$ cat config.mk
export PLATFORM = sky130hd
export DESIGN_NAME = scan_code_to_char_decoder
export DESIGN_NICKNAME = d
export VERILOG_FILES = /design/src/rtl/scd_pkg.sv /design/src/rtl/scd_decode.sv /design/src/rtl/scan_code_to_char_decoder.sv
export VERILOG_INCLUDE_DIRS = /design/src /design/src/rtl
export SDC_FILE = /design/constraint.sdc
export NUM_CORES = 1
export LEC_CHECK = 0
export BUFFER_PORTS_ARGS = -buffer_cell sky130_fd_sc_hd__buf_2
export CORE_ASPECT_RATIO = 2
export CORE_MARGIN = 2
export CORE_UTILIZATION = 62
export CTS_BUF_LIST = sky130_fd_sc_hd__clkbuf_8 sky130_fd_sc_hd__clkbuf_16
export DETAILED_ROUTE_END_ITERATION = 8
export PLACE_DENSITY = 0.88
export SLEW_MARGIN = 30
export SYNTH_ARGS = -nofsm -noshare
export SYNTH_HDL_FRONTEND = slang
export SYNTH_SLANG_ARGS = --single-unit
$ cat constraint.sdc
create_clock -name clk_i -period 4.5 [get_ports clk_i]
set_input_delay 0.225 -clock clk_i [delete_from_list [all_inputs] [get_ports clk_i]]
set_output_delay 0.225 -clock clk_i [all_outputs]
set_load 0.005 [all_outputs]
$ cat src/rtl/scan_code_to_char_decoder_assert.svh
// assertion macros for the scan code decoder
// needs clk_i and rst_ni in the scope of use
`ifndef SCAN_CODE_TO_CHAR_DECODER_ASSERT_SVH
`define SCAN_CODE_TO_CHAR_DECODER_ASSERT_SVH

// same-cycle implication, checked outside reset
`define SCD_ASSERT_NOW(lbl, ante, cons) \
  lbl: assert property (@(posedge clk_i) disable iff (!rst_ni) (ante) |-> (cons)) \
    else $error("scd assertion failed");

// next-cycle implication, checked outside reset
`define SCD_ASSERT_NEXT(lbl, ante, cons) \
  lbl: assert property (@(posedge clk_i) disable iff (!rst_ni) (ante) |=> (cons)) \
    else $error("scd assertion failed");

`endif

$ cat src/rtl/scd_pkg.sv
// shared types, constants and key maps for the scan code decoder
// no dependencies
package scd_pkg;

  typedef logic [7:0] byte_t;
  typedef logic [6:0] mod_t;

  // modifier bit positions
  localparam int unsigned ModShift  = 0;
  localparam int unsigned ModCtl    = 1;
  localparam int unsigned ModAlt    = 2;
  localparam int unsigned ModCaps   = 3;
  localparam int unsigned ModNum    = 4;
  localparam int unsigned ModScroll = 5;
  localparam int unsigned ModE0     = 6;

  // scan codes with a role of their own
  localparam byte_t CodePrefix  = 8'hE0;
  localparam byte_t CodeLCtl    = 8'h1D;
  localparam byte_t CodeLShift  = 8'h2A;
  localparam byte_t CodeRShift  = 8'h36;
  localparam byte_t CodeLAlt    = 8'h38;
  localparam byte_t CodeRCtl    = 8'h9D;
  localparam byte_t CodeRAlt    = 8'hB8;
  localparam byte_t CodeCaps    = 8'h3A;
  localparam byte_t CodeNum     = 8'h45;
  localparam byte_t CodeScroll  = 8'h46;

  // special key codes on the output
  localparam byte_t KeyHome = 8'hE0;
  localparam byte_t KeyEnd  = 8'hE1;
  localparam byte_t KeyUp   = 8'hE2;
  localparam byte_t KeyDown = 8'hE3;
  localparam byte_t KeyLeft = 8'hE4;
  localparam byte_t KeyRt   = 8'hE5;
  localparam byte_t KeyPgUp = 8'hE6;
  localparam byte_t KeyPgDn = 8'hE7;
  localparam byte_t KeyIns  = 8'hE8;
  localparam byte_t KeyDel  = 8'hE9;

  // hold modifiers named by a code
  function automatic mod_t hold_bits(input byte_t idx);
    mod_t m;
    m = '0;
    unique case (idx)
      CodeLCtl, CodeRCtl:     m[ModCtl]   = 1'b1;
      CodeLShift, CodeRShift: m[ModShift] = 1'b1;
      CodeLAlt, CodeRAlt:     m[ModAlt]   = 1'b1;
      default:                m = '0;
    endcase
    return m;
  endfunction

  // lock modifiers toggled by a code
  function automatic mod_t lock_bits(input byte_t idx);
    mod_t m;
    m = '0;
    unique case (idx)
      CodeCaps:   m[ModCaps]   = 1'b1;
      CodeNum:    m[ModNum]    = 1'b1;
      CodeScroll: m[ModScroll] = 1'b1;
      default:    m = '0;
    endcase
    return m;
  endfunction

  // navigation keys, reached through the prefix
  function automatic byte_t nav_map(input byte_t idx);
    byte_t c;
    unique case (idx)
      8'hC7:   c = KeyHome;
      8'hC8:   c = KeyUp;
      8'hC9:   c = KeyPgUp;
      8'hCB:   c = KeyLeft;
      8'hCD:   c = KeyRt;
      8'hCF:   c = KeyEnd;
      8'hD0:   c = KeyDown;
      8'hD1:   c = KeyPgDn;
      8'hD2:   c = KeyIns;
      8'hD3:   c = KeyDel;
      default: c = 8'h00;
    endcase
    return c;
  endfunction

  // entries that plain and shifted maps share
  function automatic byte_t common_map(input byte_t idx);
    byte_t c;
    unique case (idx)
      8'h01:   c = 8'h1B;
      8'h0E:   c = 8'h08;
      8'h0F:   c = 8'h09;
      8'h1C:   c = 8'h0A;
      8'h37:   c = 8'h2A;
      8'h39:   c = 8'h20;
      8'h47:   c = 8'h37;
      8'h48:   c = 8'h38;
      8'h49:   c = 8'h39;
      8'h4A:   c = 8'h2D;
      8'h4B:   c = 8'h34;
      8'h4C:   c = 8'h35;
      8'h4D:   c = 8'h36;
      8'h4E:   c = 8'h2B;
      8'h4F:   c = 8'h31;
      8'h50:   c = 8'h32;
      8'h51:   c = 8'h33;
      8'h52:   c = 8'h30;
      8'h53:   c = 8'h2E;
      8'h9C:   c = 8'h0A;
      8'hB5:   c = 8'h2F;
      default: c = nav_map(idx);
    endcase
    return c;
  endfunction

  // unshifted map
  function automatic byte_t plain_map(input byte_t idx);
    byte_t c;
    unique case (idx)
      8'h02: c = 8'h31;  8'h03: c = 8'h32;  8'h04: c = 8'h33;  8'h05: c = 8'h34;
      8'h06: c = 8'h35;  8'h07: c = 8'h36;  8'h08: c = 8'h37;  8'h09: c = 8'h38;
      8'h0A: c = 8'h39;  8'h0B: c = 8'h30;  8'h0C: c = 8'h2D;  8'h0D: c = 8'h3D;
      8'h10: c = 8'h71;  8'h11: c = 8'h77;  8'h12: c = 8'h65;  8'h13: c = 8'h72;
      8'h14: c = 8'h74;  8'h15: c = 8'h79;  8'h16: c = 8'h75;  8'h17: c = 8'h69;
      8'h18: c = 8'h6F;  8'h19: c = 8'h70;  8'h1A: c = 8'h5B;  8'h1B: c = 8'h5D;
      8'h1E: c = 8'h61;  8'h1F: c = 8'h73;  8'h20: c = 8'h64;  8'h21: c = 8'h66;
      8'h22: c = 8'h67;  8'h23: c = 8'h68;  8'h24: c = 8'h6A;  8'h25: c = 8'h6B;
      8'h26: c = 8'h6C;  8'h27: c = 8'h3B;  8'h28: c = 8'h27;  8'h29: c = 8'h60;
      8'h2B: c = 8'h5C;  8'h2C: c = 8'h7A;  8'h2D: c = 8'h78;  8'h2E: c = 8'h63;
      8'h2F: c = 8'h76;  8'h30: c = 8'h62;  8'h31: c = 8'h6E;  8'h32: c = 8'h6D;
      8'h33: c = 8'h2C;  8'h34: c = 8'h2E;  8'h35: c = 8'h2F;
      default: c = common_map(idx);
    endcase
    return c;
  endfunction

  // shifted map
  function automatic byte_t upper_map(input byte_t idx);
    byte_t c;
    unique case (idx)
      8'h02: c = 8'h21;  8'h03: c = 8'h40;  8'h04: c = 8'h23;  8'h05: c = 8'h24;
      8'h06: c = 8'h25;  8'h07: c = 8'h5E;  8'h08: c = 8'h26;  8'h09: c = 8'h2A;
      8'h0A: c = 8'h28;  8'h0B: c = 8'h29;  8'h0C: c = 8'h5F;  8'h0D: c = 8'h2B;
      8'h10: c = 8'h51;  8'h11: c = 8'h57;  8'h12: c = 8'h45;  8'h13: c = 8'h52;
      8'h14: c = 8'h54;  8'h15: c = 8'h59;  8'h16: c = 8'h55;  8'h17: c = 8'h49;
      8'h18: c = 8'h4F;  8'h19: c = 8'h50;  8'h1A: c = 8'h7B;  8'h1B: c = 8'h7D;
      8'h1E: c = 8'h41;  8'h1F: c = 8'h53;  8'h20: c = 8'h44;  8'h21: c = 8'h46;
      8'h22: c = 8'h47;  8'h23: c = 8'h48;  8'h24: c = 8'h4A;  8'h25: c = 8'h4B;
      8'h26: c = 8'h4C;  8'h27: c = 8'h3A;  8'h28: c = 8'h22;  8'h29: c = 8'h7E;
      8'h2B: c = 8'h7C;  8'h2C: c = 8'h5A;  8'h2D: c = 8'h58;  8'h2E: c = 8'h43;
      8'h2F: c = 8'h56;  8'h30: c = 8'h42;  8'h31: c = 8'h4E;  8'h32: c = 8'h4D;
      8'h33: c = 8'h3C;  8'h34: c = 8'h3E;  8'h35: c = 8'h3F;
      default: c = common_map(idx);
    endcase
    return c;
  endfunction

  // control map: letters minus 0x40, enter gives carriage return
  function automatic byte_t ctrl_map(input byte_t idx);
    byte_t c;
    unique case (idx)
      8'h10: c = 8'h11;  8'h11: c = 8'h17;  8'h12: c = 8'h05;  8'h13: c = 8'h12;
      8'h14: c = 8'h14;  8'h15: c = 8'h19;  8'h16: c = 8'h15;  8'h17: c = 8'h09;
      8'h18: c = 8'h0F;  8'h19: c = 8'h10;  8'h1C: c = 8'h0D;  8'h1E: c = 8'h01;
      8'h1F: c = 8'h13;  8'h20: c = 8'h04;  8'h21: c = 8'h06;  8'h22: c = 8'h07;
      8'h23: c = 8'h08;  8'h24: c = 8'h0A;  8'h25: c = 8'h0B;  8'h26: c = 8'h0C;
      8'h2B: c = 8'h1C;  8'h2C: c = 8'h1A;  8'h2D: c = 8'h18;  8'h2E: c = 8'h03;
      8'h2F: c = 8'h16;  8'h30: c = 8'h02;  8'h31: c = 8'h0E;  8'h32: c = 8'h0D;
      8'h35: c = 8'hEF;  8'h9C: c = 8'h0D;  8'hB5: c = 8'hEF;
      default: c = nav_map(idx);
    endcase
    return c;
  endfunction

endpackage

$ cat src/rtl/scd_decode.sv
// next-state and character lookup for one scan code byte
// depends on scd_pkg
module scd_decode
  import scd_pkg::*;
(
  input  byte_t scan_byte_i,
  input  mod_t  mod_i,
  output byte_t char_code_o,
  output mod_t  mod_o
);

  // one step of the modifier register and the key maps
  always_comb begin
    byte_t idx;
    byte_t ch;
    mod_t  m;
    idx = scan_byte_i;
    ch  = 8'h00;
    m   = mod_i;
    if (scan_byte_i == CodePrefix) begin
      m[ModE0] = 1'b1;
    end else if (scan_byte_i[7]) begin
      // release: a plain release names the key without bit 7
      if (!mod_i[ModE0]) begin
        idx[7] = 1'b0;
      end
      m = m & ~hold_bits(idx);
      m[ModE0] = 1'b0;
    end else begin
      // press: prefixed keys live in the upper half of the maps
      if (mod_i[ModE0]) begin
        idx[7] = 1'b1;
        m[ModE0] = 1'b0;
      end
      m = (m | hold_bits(idx)) ^ lock_bits(idx);
      if (m[ModCtl]) begin
        ch = ctrl_map(idx);
      end else if (m[ModShift]) begin
        ch = upper_map(idx);
      end else begin
        ch = plain_map(idx);
      end
      // caps lock swaps letter case
      if (m[ModCaps]) begin
        if (ch >= 8'h61 && ch <= 8'h7A) begin
          ch = ch - 8'h20;
        end else if (ch >= 8'h41 && ch <= 8'h5A) begin
          ch = ch + 8'h20;
        end
      end
    end
    char_code_o = ch;
    mod_o       = m;
  end

endmodule

$ cat src/rtl/scan_code_to_char_decoder.sv
// Set-1 scan code to character decoder, top level.
// Input channel: in_valid_i / in_ready_o with scan_byte_i, one raw byte a word.
// Output channel: out_valid_o / out_ready_i with char_code_o (0 when the
// byte gives no character) and modifier_flags_o (modifiers after that byte).
// Every input word yields exactly one output word, in order.
// From acceptance, the byte sits in an input register; the decode logic and the
// modifier register update then feed the output register.
// Throughput: one word a cycle while the receiver does not stall; the modifier
// register closes its loop through the decode logic.
// Reset clears both stage valids and the modifier register (all modifiers
// off, no prefix pending). When the receiver stalls, the output word holds,
// the input register keeps one more word, and in_ready_o drops only once
// both are full.
// depends on scd_pkg, scd_decode and scan_code_to_char_decoder_assert.svh
`include "scan_code_to_char_decoder_assert.svh"

module scan_code_to_char_decoder
  import scd_pkg::*;
(
  input  logic       clk_i,
  input  logic       rst_ni,
  input  logic       in_valid_i,
  output logic       in_ready_o,
  input  logic [7:0] scan_byte_i,
  output logic       out_valid_o,
  input  logic       out_ready_i,
  output logic [7:0] char_code_o,
  output logic [6:0] modifier_flags_o
);

  logic  in_valid_q;
  byte_t in_byte_q;
  logic  out_valid_q;
  byte_t out_char_q;
  mod_t  out_mod_q;
  mod_t  mod_q;
  mod_t  mod_d;
  byte_t char_d;
  logic  out_free;
  logic  advance;

  // handshake between the two registers
  assign out_free   = !out_valid_q || out_ready_i;
  assign advance    = in_valid_q && out_free;
  assign in_ready_o = !in_valid_q || out_free;

  // decode the byte in the input register
  scd_decode u_decode (
    .scan_byte_i (in_byte_q),
    .mod_i       (mod_q),
    .char_code_o (char_d),
    .mod_o       (mod_d)
  );

  // control state
  always_ff @(posedge clk_i or negedge rst_ni) begin
    if (!rst_ni) begin
      in_valid_q  <= 1'b0;
      out_valid_q <= 1'b0;
      mod_q       <= '0;
    end else begin
      if (in_ready_o) begin
        in_valid_q <= in_valid_i;
      end
      if (out_free) begin
        out_valid_q <= in_valid_q;
      end
      if (advance) begin
        mod_q <= mod_d;
      end
    end
  end

  // payload registers
  always_ff @(posedge clk_i) begin
    if (in_ready_o && in_valid_i) begin
      in_byte_q <= scan_byte_i;
    end
    if (advance) begin
      out_char_q <= char_d;
      out_mod_q  <= mod_d;
    end
  end

  assign out_valid_o      = out_valid_q;
  assign char_code_o      = out_char_q;
  assign modifier_flags_o = out_mod_q;

  // a decoded prefix byte leaves the prefix flag pending
  `SCD_ASSERT_NEXT(a_prefix_sets_flag, advance && in_byte_q == CodePrefix, mod_q[ModE0])
  // a pending prefix in the output word means it came with no character
  `SCD_ASSERT_NOW(a_prefix_no_char, out_valid_q && out_mod_q[ModE0], out_char_q == 8'h00)
  // the shown flags are the live modifier register
  `SCD_ASSERT_NOW(a_flags_track_state, out_valid_q, out_mod_q == mod_q)

endmodule

==> metrics.md, run 1 <==
| Metric | Value |
|---|---|
| Status | `complete, no violations` |
| Total GRT Usage | `roughly half` |
| First-pass detailed-route iteration total | `8` |
| #FFs+latches synth | `32` |
| Crit end category | `flip-flop` |
| GP Congestion | `around 1.2` |
| Die Span Y | `between 100 and 150 um` |
| Fin Hold WS | `0.114 ns` |
| Maximum VDD drop | `207 uV` |
| GRT met3 Usage | `18.7%` |
| Tcrit/Tclk final | `90.5%` |
| Flop-to-flop setup slack | `0.43 ns` |
| Mapped Cells | `between 400 and 500` |
| Max Clock Freq | `0.245 GHz` |
| Hold path startpoint | `scan_byte_i[5]` |
| Multi-input logic area | `2540 um2` |
| Total CTS buffers | `5` |
| Final WL | `15700 um` |
| Starting Density | `63.9%` |
| HP Class | `input port to flip-flop` |
| Wire per inst | `28.8 um` |
| Period minus WS final | `4.07 ns` |
| FF+latch area | `between 900 and 1000 um2` |
| Horiz. Die Dim | `59.4 um` |
| Post-Place Cells | `538` |
| Layout Cells excl Fill | `between 500 and 600` |
| Global-route met1 utilization | `between 40% and 50%` |
| Buffer levels on the longest clock path | `2` |
| Async set-reset flop share out of synthesis | `28.1%` |
| Fin Setup TNS | `0 ns` |
| Top-area cell type share of the netlist area | `a little under a fifth` |
| Worst-path clk slew | `0.06 ns` |
| Pwr dens | `304 nW/um2` |
| GRT overflow | `0` |
| Post-route ant nets | `0` |
| Layout net count | `497` |
| Setup CP Type | `flip-flop to flip-flop` |
| # rows | `40` |
| Ports | `29` |
| Most common cell after layout, fill and taps aside | `nand2_1` |
| Die ar. | `6820 um2` |
| Clk sinks | `32` |
| Yosys cell types | `between 90 and 100` |
| Synth Area per Inst | `a little over 8 um2` |
| Clock Skews | `0.00675 ns` |
| Clock tree from TritonCTS | `done` |
| First-pass GRT wire length | `about 24000 um` |
| Final hold vios | `0` |
| Max_slew headroom | `42.4%` |
| Drc violations | `0` |
| Crit path DAT | `4.10 ns` |
| Register-to-Register Path Depth | `12` |
| Fraction of layout cells with a size suffix above 1 | `20.5%` |
| Register area share after synthesis | `approximately a quarter` |
| CP required | `4.53 ns` |
| Worst-skew pair later-pin latency | `0.28 ns` |
| Static leakage | `1.52 nW` |
| Post-CTS sizing | `0` |
| Final Setup Violations | `0` |
| Max-capacitance violation count | `0` |
| Slew @ Worst Pin | `0.865 ns` |
| Unrepaired setup endpoints after global routing | `false` |
| Critical R2R Launch | `in_byte_q[3]$_DFFE_PP_` |
| Grt met2 use | `between 70% and 80%` |
| CP max FO | `28` |
| Largest net degree at the start of global routing | `29` |
| Number of synthesized flops with an enable pin | `23` |
| DP HPWL | `11300 um` |
| Via count | `~4300` |
| Mapped cell area | `approximately 3800 um2` |
| Commonest register cell after synthesis | `edfxtp_1` |
| Hold path cells | `1` |
| Clock tree root driver cell | `clkbuf_16` |
| Slew Limit Fails | `0` |
| Area contributors post-synth | `edfxtp_1 (18%), dfrtp_1 (5.9%), a21oi_1 (4.2%)` |
| H-tree depth | `2` |
| Number of global-route vias before repair | `4134` |
| Initial DRC count | `643` |
| Pwr Total | `0.00125 W` |
| Total core area | `5960 um2` |
| GR peak layer | `met2` |
| Layout fillers | `486` |
| CP startpoint kind | `flip-flop` |
| Reg2Reg Capture Point | `char_code_o[6]$_SDFFCE_PP0P_` |
| Initial antenna violation count | `0` |
| Syn nets | `480` |
| Avg Vias per Cell | `between 7 and 8` |
| Hold EP | `in_byte_q[5]$_DFFE_PP_` |
| Most frequent cells in the layout | `nand2_1 (38), buf_4 (33), a21oi_1 (32)` |
| Port bufs | `28` |
| Ys Warns | `0` |
| Post-layout util | `between 60 and 70%` |
| Synthesis-to-layout area growth | `8.25%` |
| Antenna diodes | `0` |
| Post-synth top area cell | `edfxtp_1` |
cells in the mapped netlist (8+ instances only):
cell,n
edfxtp_1,23
buf_6,8
a22oi_1,8
o211ai_1,12
dfrtp_1,9
o21ai_0,24
nand3_1,20
nand4_1,11
buf_2,20
a21oi_1,32
nand2_1,38
nor2b_1,12
nor2_1,29
clkbuf_1,13
nor3_1,9
nand2b_1,12
buf_4,9
layout make-up:
type / count / area share (%)
Clock buffer: 6 / 3.64
Clock inverter: 2 / 0.303
Inverter: 8 / 0.728
Multi-Input combinational cell: 374 / 61.5
Sequential cell: 32 / 22.2
Tap cell: 63 / 1.91
Timing Repair Buffer: 62 / 9.65
metal layers:
metal	part of all wire [%]	wire length, um
met4	12	1810
met3	12	1830
met1	31	4930
met5	0	0
met2	46	7180
what timing repair did:
action / 4_1_cts / 5_1_grt
hold endpoints to repair: 9 / 0
hold buffers: 1 / 0
endpoints found under the setup margin: 0 / 0
setup buffers: 0 / 0
report_power, final:
part	internal, W	switching (W)
clock	0.000237	0.000125
combinational	0.000182	0.000306
sequential	0.000363	0.0000403
total	0.000782	0.000471
worst max-delay path by stage:
stage | startpoint | to | slack, ns | depth (start not counted)
global route | in_byte_q[3]$_DFFE_PP_ | char_code_o[6]$_SDFFCE_PP0P_ | 0.27 | 13
global placement | in_byte_q[0]$_DFFE_PP_ | char_code_o[6]$_SDFFCE_PP0P_ | 0.68 | 13
floorplan | in_byte_q[2]$_DFFE_PP_ | char_code_o[6]$_SDFFCE_PP0P_ | 1.23 | 15
CTS | in_byte_q[3]$_DFFE_PP_ | char_code_o[6]$_SDFFCE_PP0P_ | 0.54 | 13
detailed placement | in_byte_q[3]$_DFFE_PP_ | char_code_o[6]$_SDFFCE_PP0P_ | 0.56 | 13
finish | in_byte_q[3]$_DFFE_PP_ | char_code_o[6]$_SDFFCE_PP0P_ | 0.43 | 12
state kept, by name (all words and copies together), names as in the netlist:
| register | count |
|---|---|
| modifier_flags_o | 7 |
| mod_q | 7 |
| char_code_o | 8 |
| out_valid_o | 1 |
| in_byte_q | 8 |
| in_valid_q | 1 |
through the flow:
| step | area (um2) | setup WS, ns |
|---|---|---|
| floorplan | 3810 | 1.23 |
| global placement | 3950 | 0.676 |
| detailed placement | 3950 | 0.557 |
| CTS | 4120 | 0.542 |
| global route | 4120 | 0.273 |
| finish | 4120 | 0.427 |
critical path: stages (launching register included):
cell and delay, ns:
edfxtp_1 0.91, buf_4 0.34, buf_4 0.18, and4b_1 0.19
o211ai_1 0.38, o311a_1 0.32, o311a_1 0.18, mux2i_1 0.08
o32ai_2 0.37, a211o_1 0.22, a31oi_1 0.09, o31a_1 0.32
a211o_1 0.24
logic make-up (layout without fill, tap and decap cells):
| family | after synthesis | in the layout | synth area share [%] |
|---|---|---|---|
| AO/OA/AOI/OAI | 157 | 157 | 29.8 |
| XOR/XNOR | 10 | 10 | 2.30 |
| adder cells (fa/ha/maj) | 2 | 2 | 0.657 |
| buffers and inverters | 60 | 78 | 9.33 |
| flip-flops | 32 | 32 | 24.0 |
| multiplexers | 5 | 5 | 1.41 |
| AND/OR/NAND/NOR | 200 | 200 | 32.5 |
No activity file was read; power rests on OpenSTA's default activity.
==> run 2, diff against run 1 <==
- CORE_UTILIZATION: 62 -> 30
- PLACE_DENSITY: 0.88 -> 0.52
==> run 2 against run 1 <==
Sequential power decreased by 2%. Sequential share of layout area down 0.78 points. Largest cell class unchanged. Largest power group unchanged. Maximum frequency down 5.7%. Setup slack lost 0.25 ns.
==> metrics.md, run 2 (synthesis results as in run 1) <==
| Metric | Value |
|---|---|
| Status | `complete, no violations (unchanged)` |
| Die Span Y | `163 um (was 115 um)` |
| Pwr dens | `296 nW/um2 (was 304 nW/um2)` |
| Final Setup Violations | `0 (unchanged)` |
| Horiz. Die Dim | `83.7 um (was 59.4 um)` |
| Comb pwr share | `41.8% (was 38.9%)` |
| Number of global-route vias before repair | `4183 (was 4134)` |
| HP Class | `input port to flip-flop (unchanged)` |
| CP startpoint kind | `flip-flop (unchanged)` |
| Register-to-Register Path Depth | `12 (unchanged)` |
| Final WL | `18100 um (was 15700 um)` |
| Largest net degree at the start of global routing | `51 (was 29)` |
| Antenna diodes | `0 (unchanged)` |
| Starting Density | `30.5% (was 63.9%)` |
| Crit end category | `flip-flop (unchanged)` |
| Max_slew headroom | `39.4% (was 42.4%)` |
| Hold bufs inserted after CTS | `1 (unchanged)` |
| Initial DRC count | `605 (was 643)` |
| Post-route ant nets | `0 (unchanged)` |
| Final hold vios | `0 (unchanged)` |
| Most frequent cells in the layout | `nand2_1 (38), buf_4 (33), a21oi_1 (32) (unchanged)` |
| Ports | `29 (unchanged)` |
| Hold path cells | `1 (unchanged)` |
| Clock tree root driver cell | `clkbuf_16 (unchanged)` |
| Layout net count | `500 (was 497)` |
| CP max-delay cell | `or4_1 (was edfxtp_1)` |
| Via count | `4229 (was 4349)` |
| Wire per inst | `28.4 um (was 28.8 um)` |
| Post-layout util | `34.2% (was 69.2%)` |
| Fin Setup TNS | `0 ns (unchanged)` |
| CP max FO | `28 (unchanged)` |
| Synthesis-to-layout area growth | `12.2% (was 8.25%)` |
| Die ar. | `13700 um2 (was 6820 um2)` |
| H-tree depth | `2 (unchanged)` |
| Crit-path cells | `buf_4 -> or4_1 -> o32ai_1 -> a221o_1 -> o22ai_1 -> a21oi_1 -> o31a_1 -> inv_1 -> ha_1 -> nor3b_1 -> o31a_1 -> a211o_1 (was buf_4 -> buf_4 -> and4b_1 -> o211ai_1 -> o311a_1 -> o311a_1 -> mux2i_1 -> o32ai_2 -> a211o_1 -> a31oi_1 -> o31a_1 -> a211o_1)` |
| FF+latch area | `916 um2 (unchanged)` |
| Clock tree from TritonCTS | `done (unchanged)` |
| Setup repair bufs after CTS | `0 (unchanged)` |
| Slew @ Worst Pin | `0.906 ns (was 0.865 ns)` |
| Slowest Stage Delay on Critical Path | `0.74 ns (was 0.91 ns)` |
| Total CTS buffers | `5 (unchanged)` |
| Clk pwr share | `27.1% (was 28.9%)` |
| Avg Vias per Cell | `6.64 (was 7.95)` |
| Initial antenna violation count | `1 (was 0)` |
| Maximum VDD drop | `188 uV (was 207 uV)` |
| Max-capacitance violation count | `0 (unchanged)` |
| Fin Hold WS | `0.111 ns (was 0.114 ns)` |
| Worst-skew pair later-pin latency | `0.29 ns (was 0.28 ns)` |
| Clock Skews | `0.00555 ns (was 0.00675 ns)` |
| Total core area | `12500 um2 (was 5960 um2)` |
| Worst-path clk slew | `0.06 ns (about the same)` |
| First-pass detailed-route iteration total | `6 (was 8)` |
| Slew Limit Fails | `0 (unchanged)` |
| Reg power frac | `31.2% (was 32.2%)` |
| Period minus WS final | `4.32 ns (was 4.07 ns)` |
| Tcrit/Tclk final | `96.0% (was 90.5%)` |
| GP Congestion | `1.05 (was 1.17)` |
| Total GRT Usage | `26.5% (was 48.5%)` |
| CP dominant cell by count | `o31a_1` |
| GRT overflow | `0 (unchanged)` |
| Post-CTS sizing | `0 (unchanged)` |
| Buffer levels on the longest clock path | `2 (unchanged)` |
| Layout fillers | `1359 (was 486)` |
| Most common cell after layout, fill and taps aside | `nand2_1 (unchanged)` |
| Sw Pwr | `0.000503 W (was 0.000471 W)` |
| Static leakage | `1.55 nW (was 1.52 nW)` |
| # rows | `58 (was 40)` |
| Crit path DAT | `4.36 ns (was 4.10 ns)` |
| First-pass GRT wire length | `26800 um (was 24000 um)` |
| Sw frac | `39.8% (was 37.6%)` |
| Fraction of layout cells with a size suffix above 1 | `20.9% (was 20.5%)` |
| Int Power | `0.000760 W (was 0.000782 W)` |
| Clk sinks | `32 (unchanged)` |
| Port bufs | `28 (unchanged)` |
| Drc violations | `0 (unchanged)` |
| CP required | `4.54 ns (was 4.53 ns)` |
| Setup CP Type | `flip-flop to flip-flop (unchanged)` |
| Max Clock Freq | `0.231 GHz (was 0.245 GHz)` |
| Unrepaired setup endpoints after global routing | `false (unchanged)` |
| DP HPWL | `13900 um (was 11300 um)` |
| Multi-input logic area | `2540 um2 (unchanged)` |
[run 2: changes by cell type in the layout (fill, tap and decap cells not counted), sizes merged]
cell      previous run  this run
clkinvlp             1         0
clkbuf               6         5
buf                 61        64
clkinv               2         4
[run 2: per-stage QoR]
step | instances | setup WS [ns] | area (um2) | power [W]
2_1_floorplan | 466 | 1.23 | 3810 | 0.000731
3_3_place_gp | 628 | 0.296 | 4120 | 0.000914
3_5_place_dp | 628 | 0.326 | 4120 | 0.000913
4_1_cts | 637 | 0.302 | 4270 | 0.00126
5_1_grt | 637 | 0.101 | 4270 | 0.00133
6_report | 637 | 0.180 | 4270 | 0.00126
[run 2: layout make-up]
| cell class | count | share of cell area [%] |
|---|---|---|
| inverter | 8 | 0.703 |
| clock buffer | 5 | 2.93 |
| multi-input combinational | 374 | 59.4 |
| tap | 150 | 4.39 |
| sequential | 32 | 21.4 |
| clock inverter | 3 | 0.439 |
| timing repair buffer | 65 | 10.7 |
[run 2: path summary, 6_finish.rpt]
kind	from	to	slack, ns
min in group asynchronous	rst_ni	mod_q[0]$_DFFE_PN0P_	0.33
worst min-delay path	scan_byte_i[7]	in_byte_q[7]$_DFFE_PP_	0.11
worst max register to register	in_byte_q[4]$_DFFE_PP_	char_code_o[6]$_SDFFCE_PP0P_	0.18
max in group asynchronous	rst_ni	mod_q[1]$_DFFE_PN0P_	3.97
worst min register to register	mod_q[4]$_DFFE_PN0P_	mod_q[4]$_DFFE_PN0P_	0.49
worst max-delay path	in_byte_q[4]$_DFFE_PP_	char_code_o[6]$_SDFFCE_PP0P_	0.18
[run 2: critical path, delay by kind of cell, from the launching register on]
family | cells | cell delay (ns)
simple gates | 2 | 0.89
fa+ha+maj | 1 | 0.29
flops | 1 | 0.55
buf+inv | 2 | 0.42
compound gates | 7 | 1.91
[run 2: per-layer routing]
metal	wire, um	vias to the layer above	track usage, %
met1	5880	2031	25.5
met2	9470	273	48.1
met5	0	-	0
li1	-	1843	-
met3	1040	82	4.30
met4	1730	0	22.4
[run 2: power groups by stage]
stage / clock, W / combinational (W) / sequential, W
after floorplan: 0 / 0.000345 / 0.000386
after global placement: 0 / 0.000515 / 0.000399
after detailed placement: 0 / 0.000513 / 0.000400
after CTS: 0.000349 / 0.000515 / 0.000394
after global routing: 0.000368 / 0.000566 / 0.000398
final: 0.000342 / 0.000528 / 0.000394
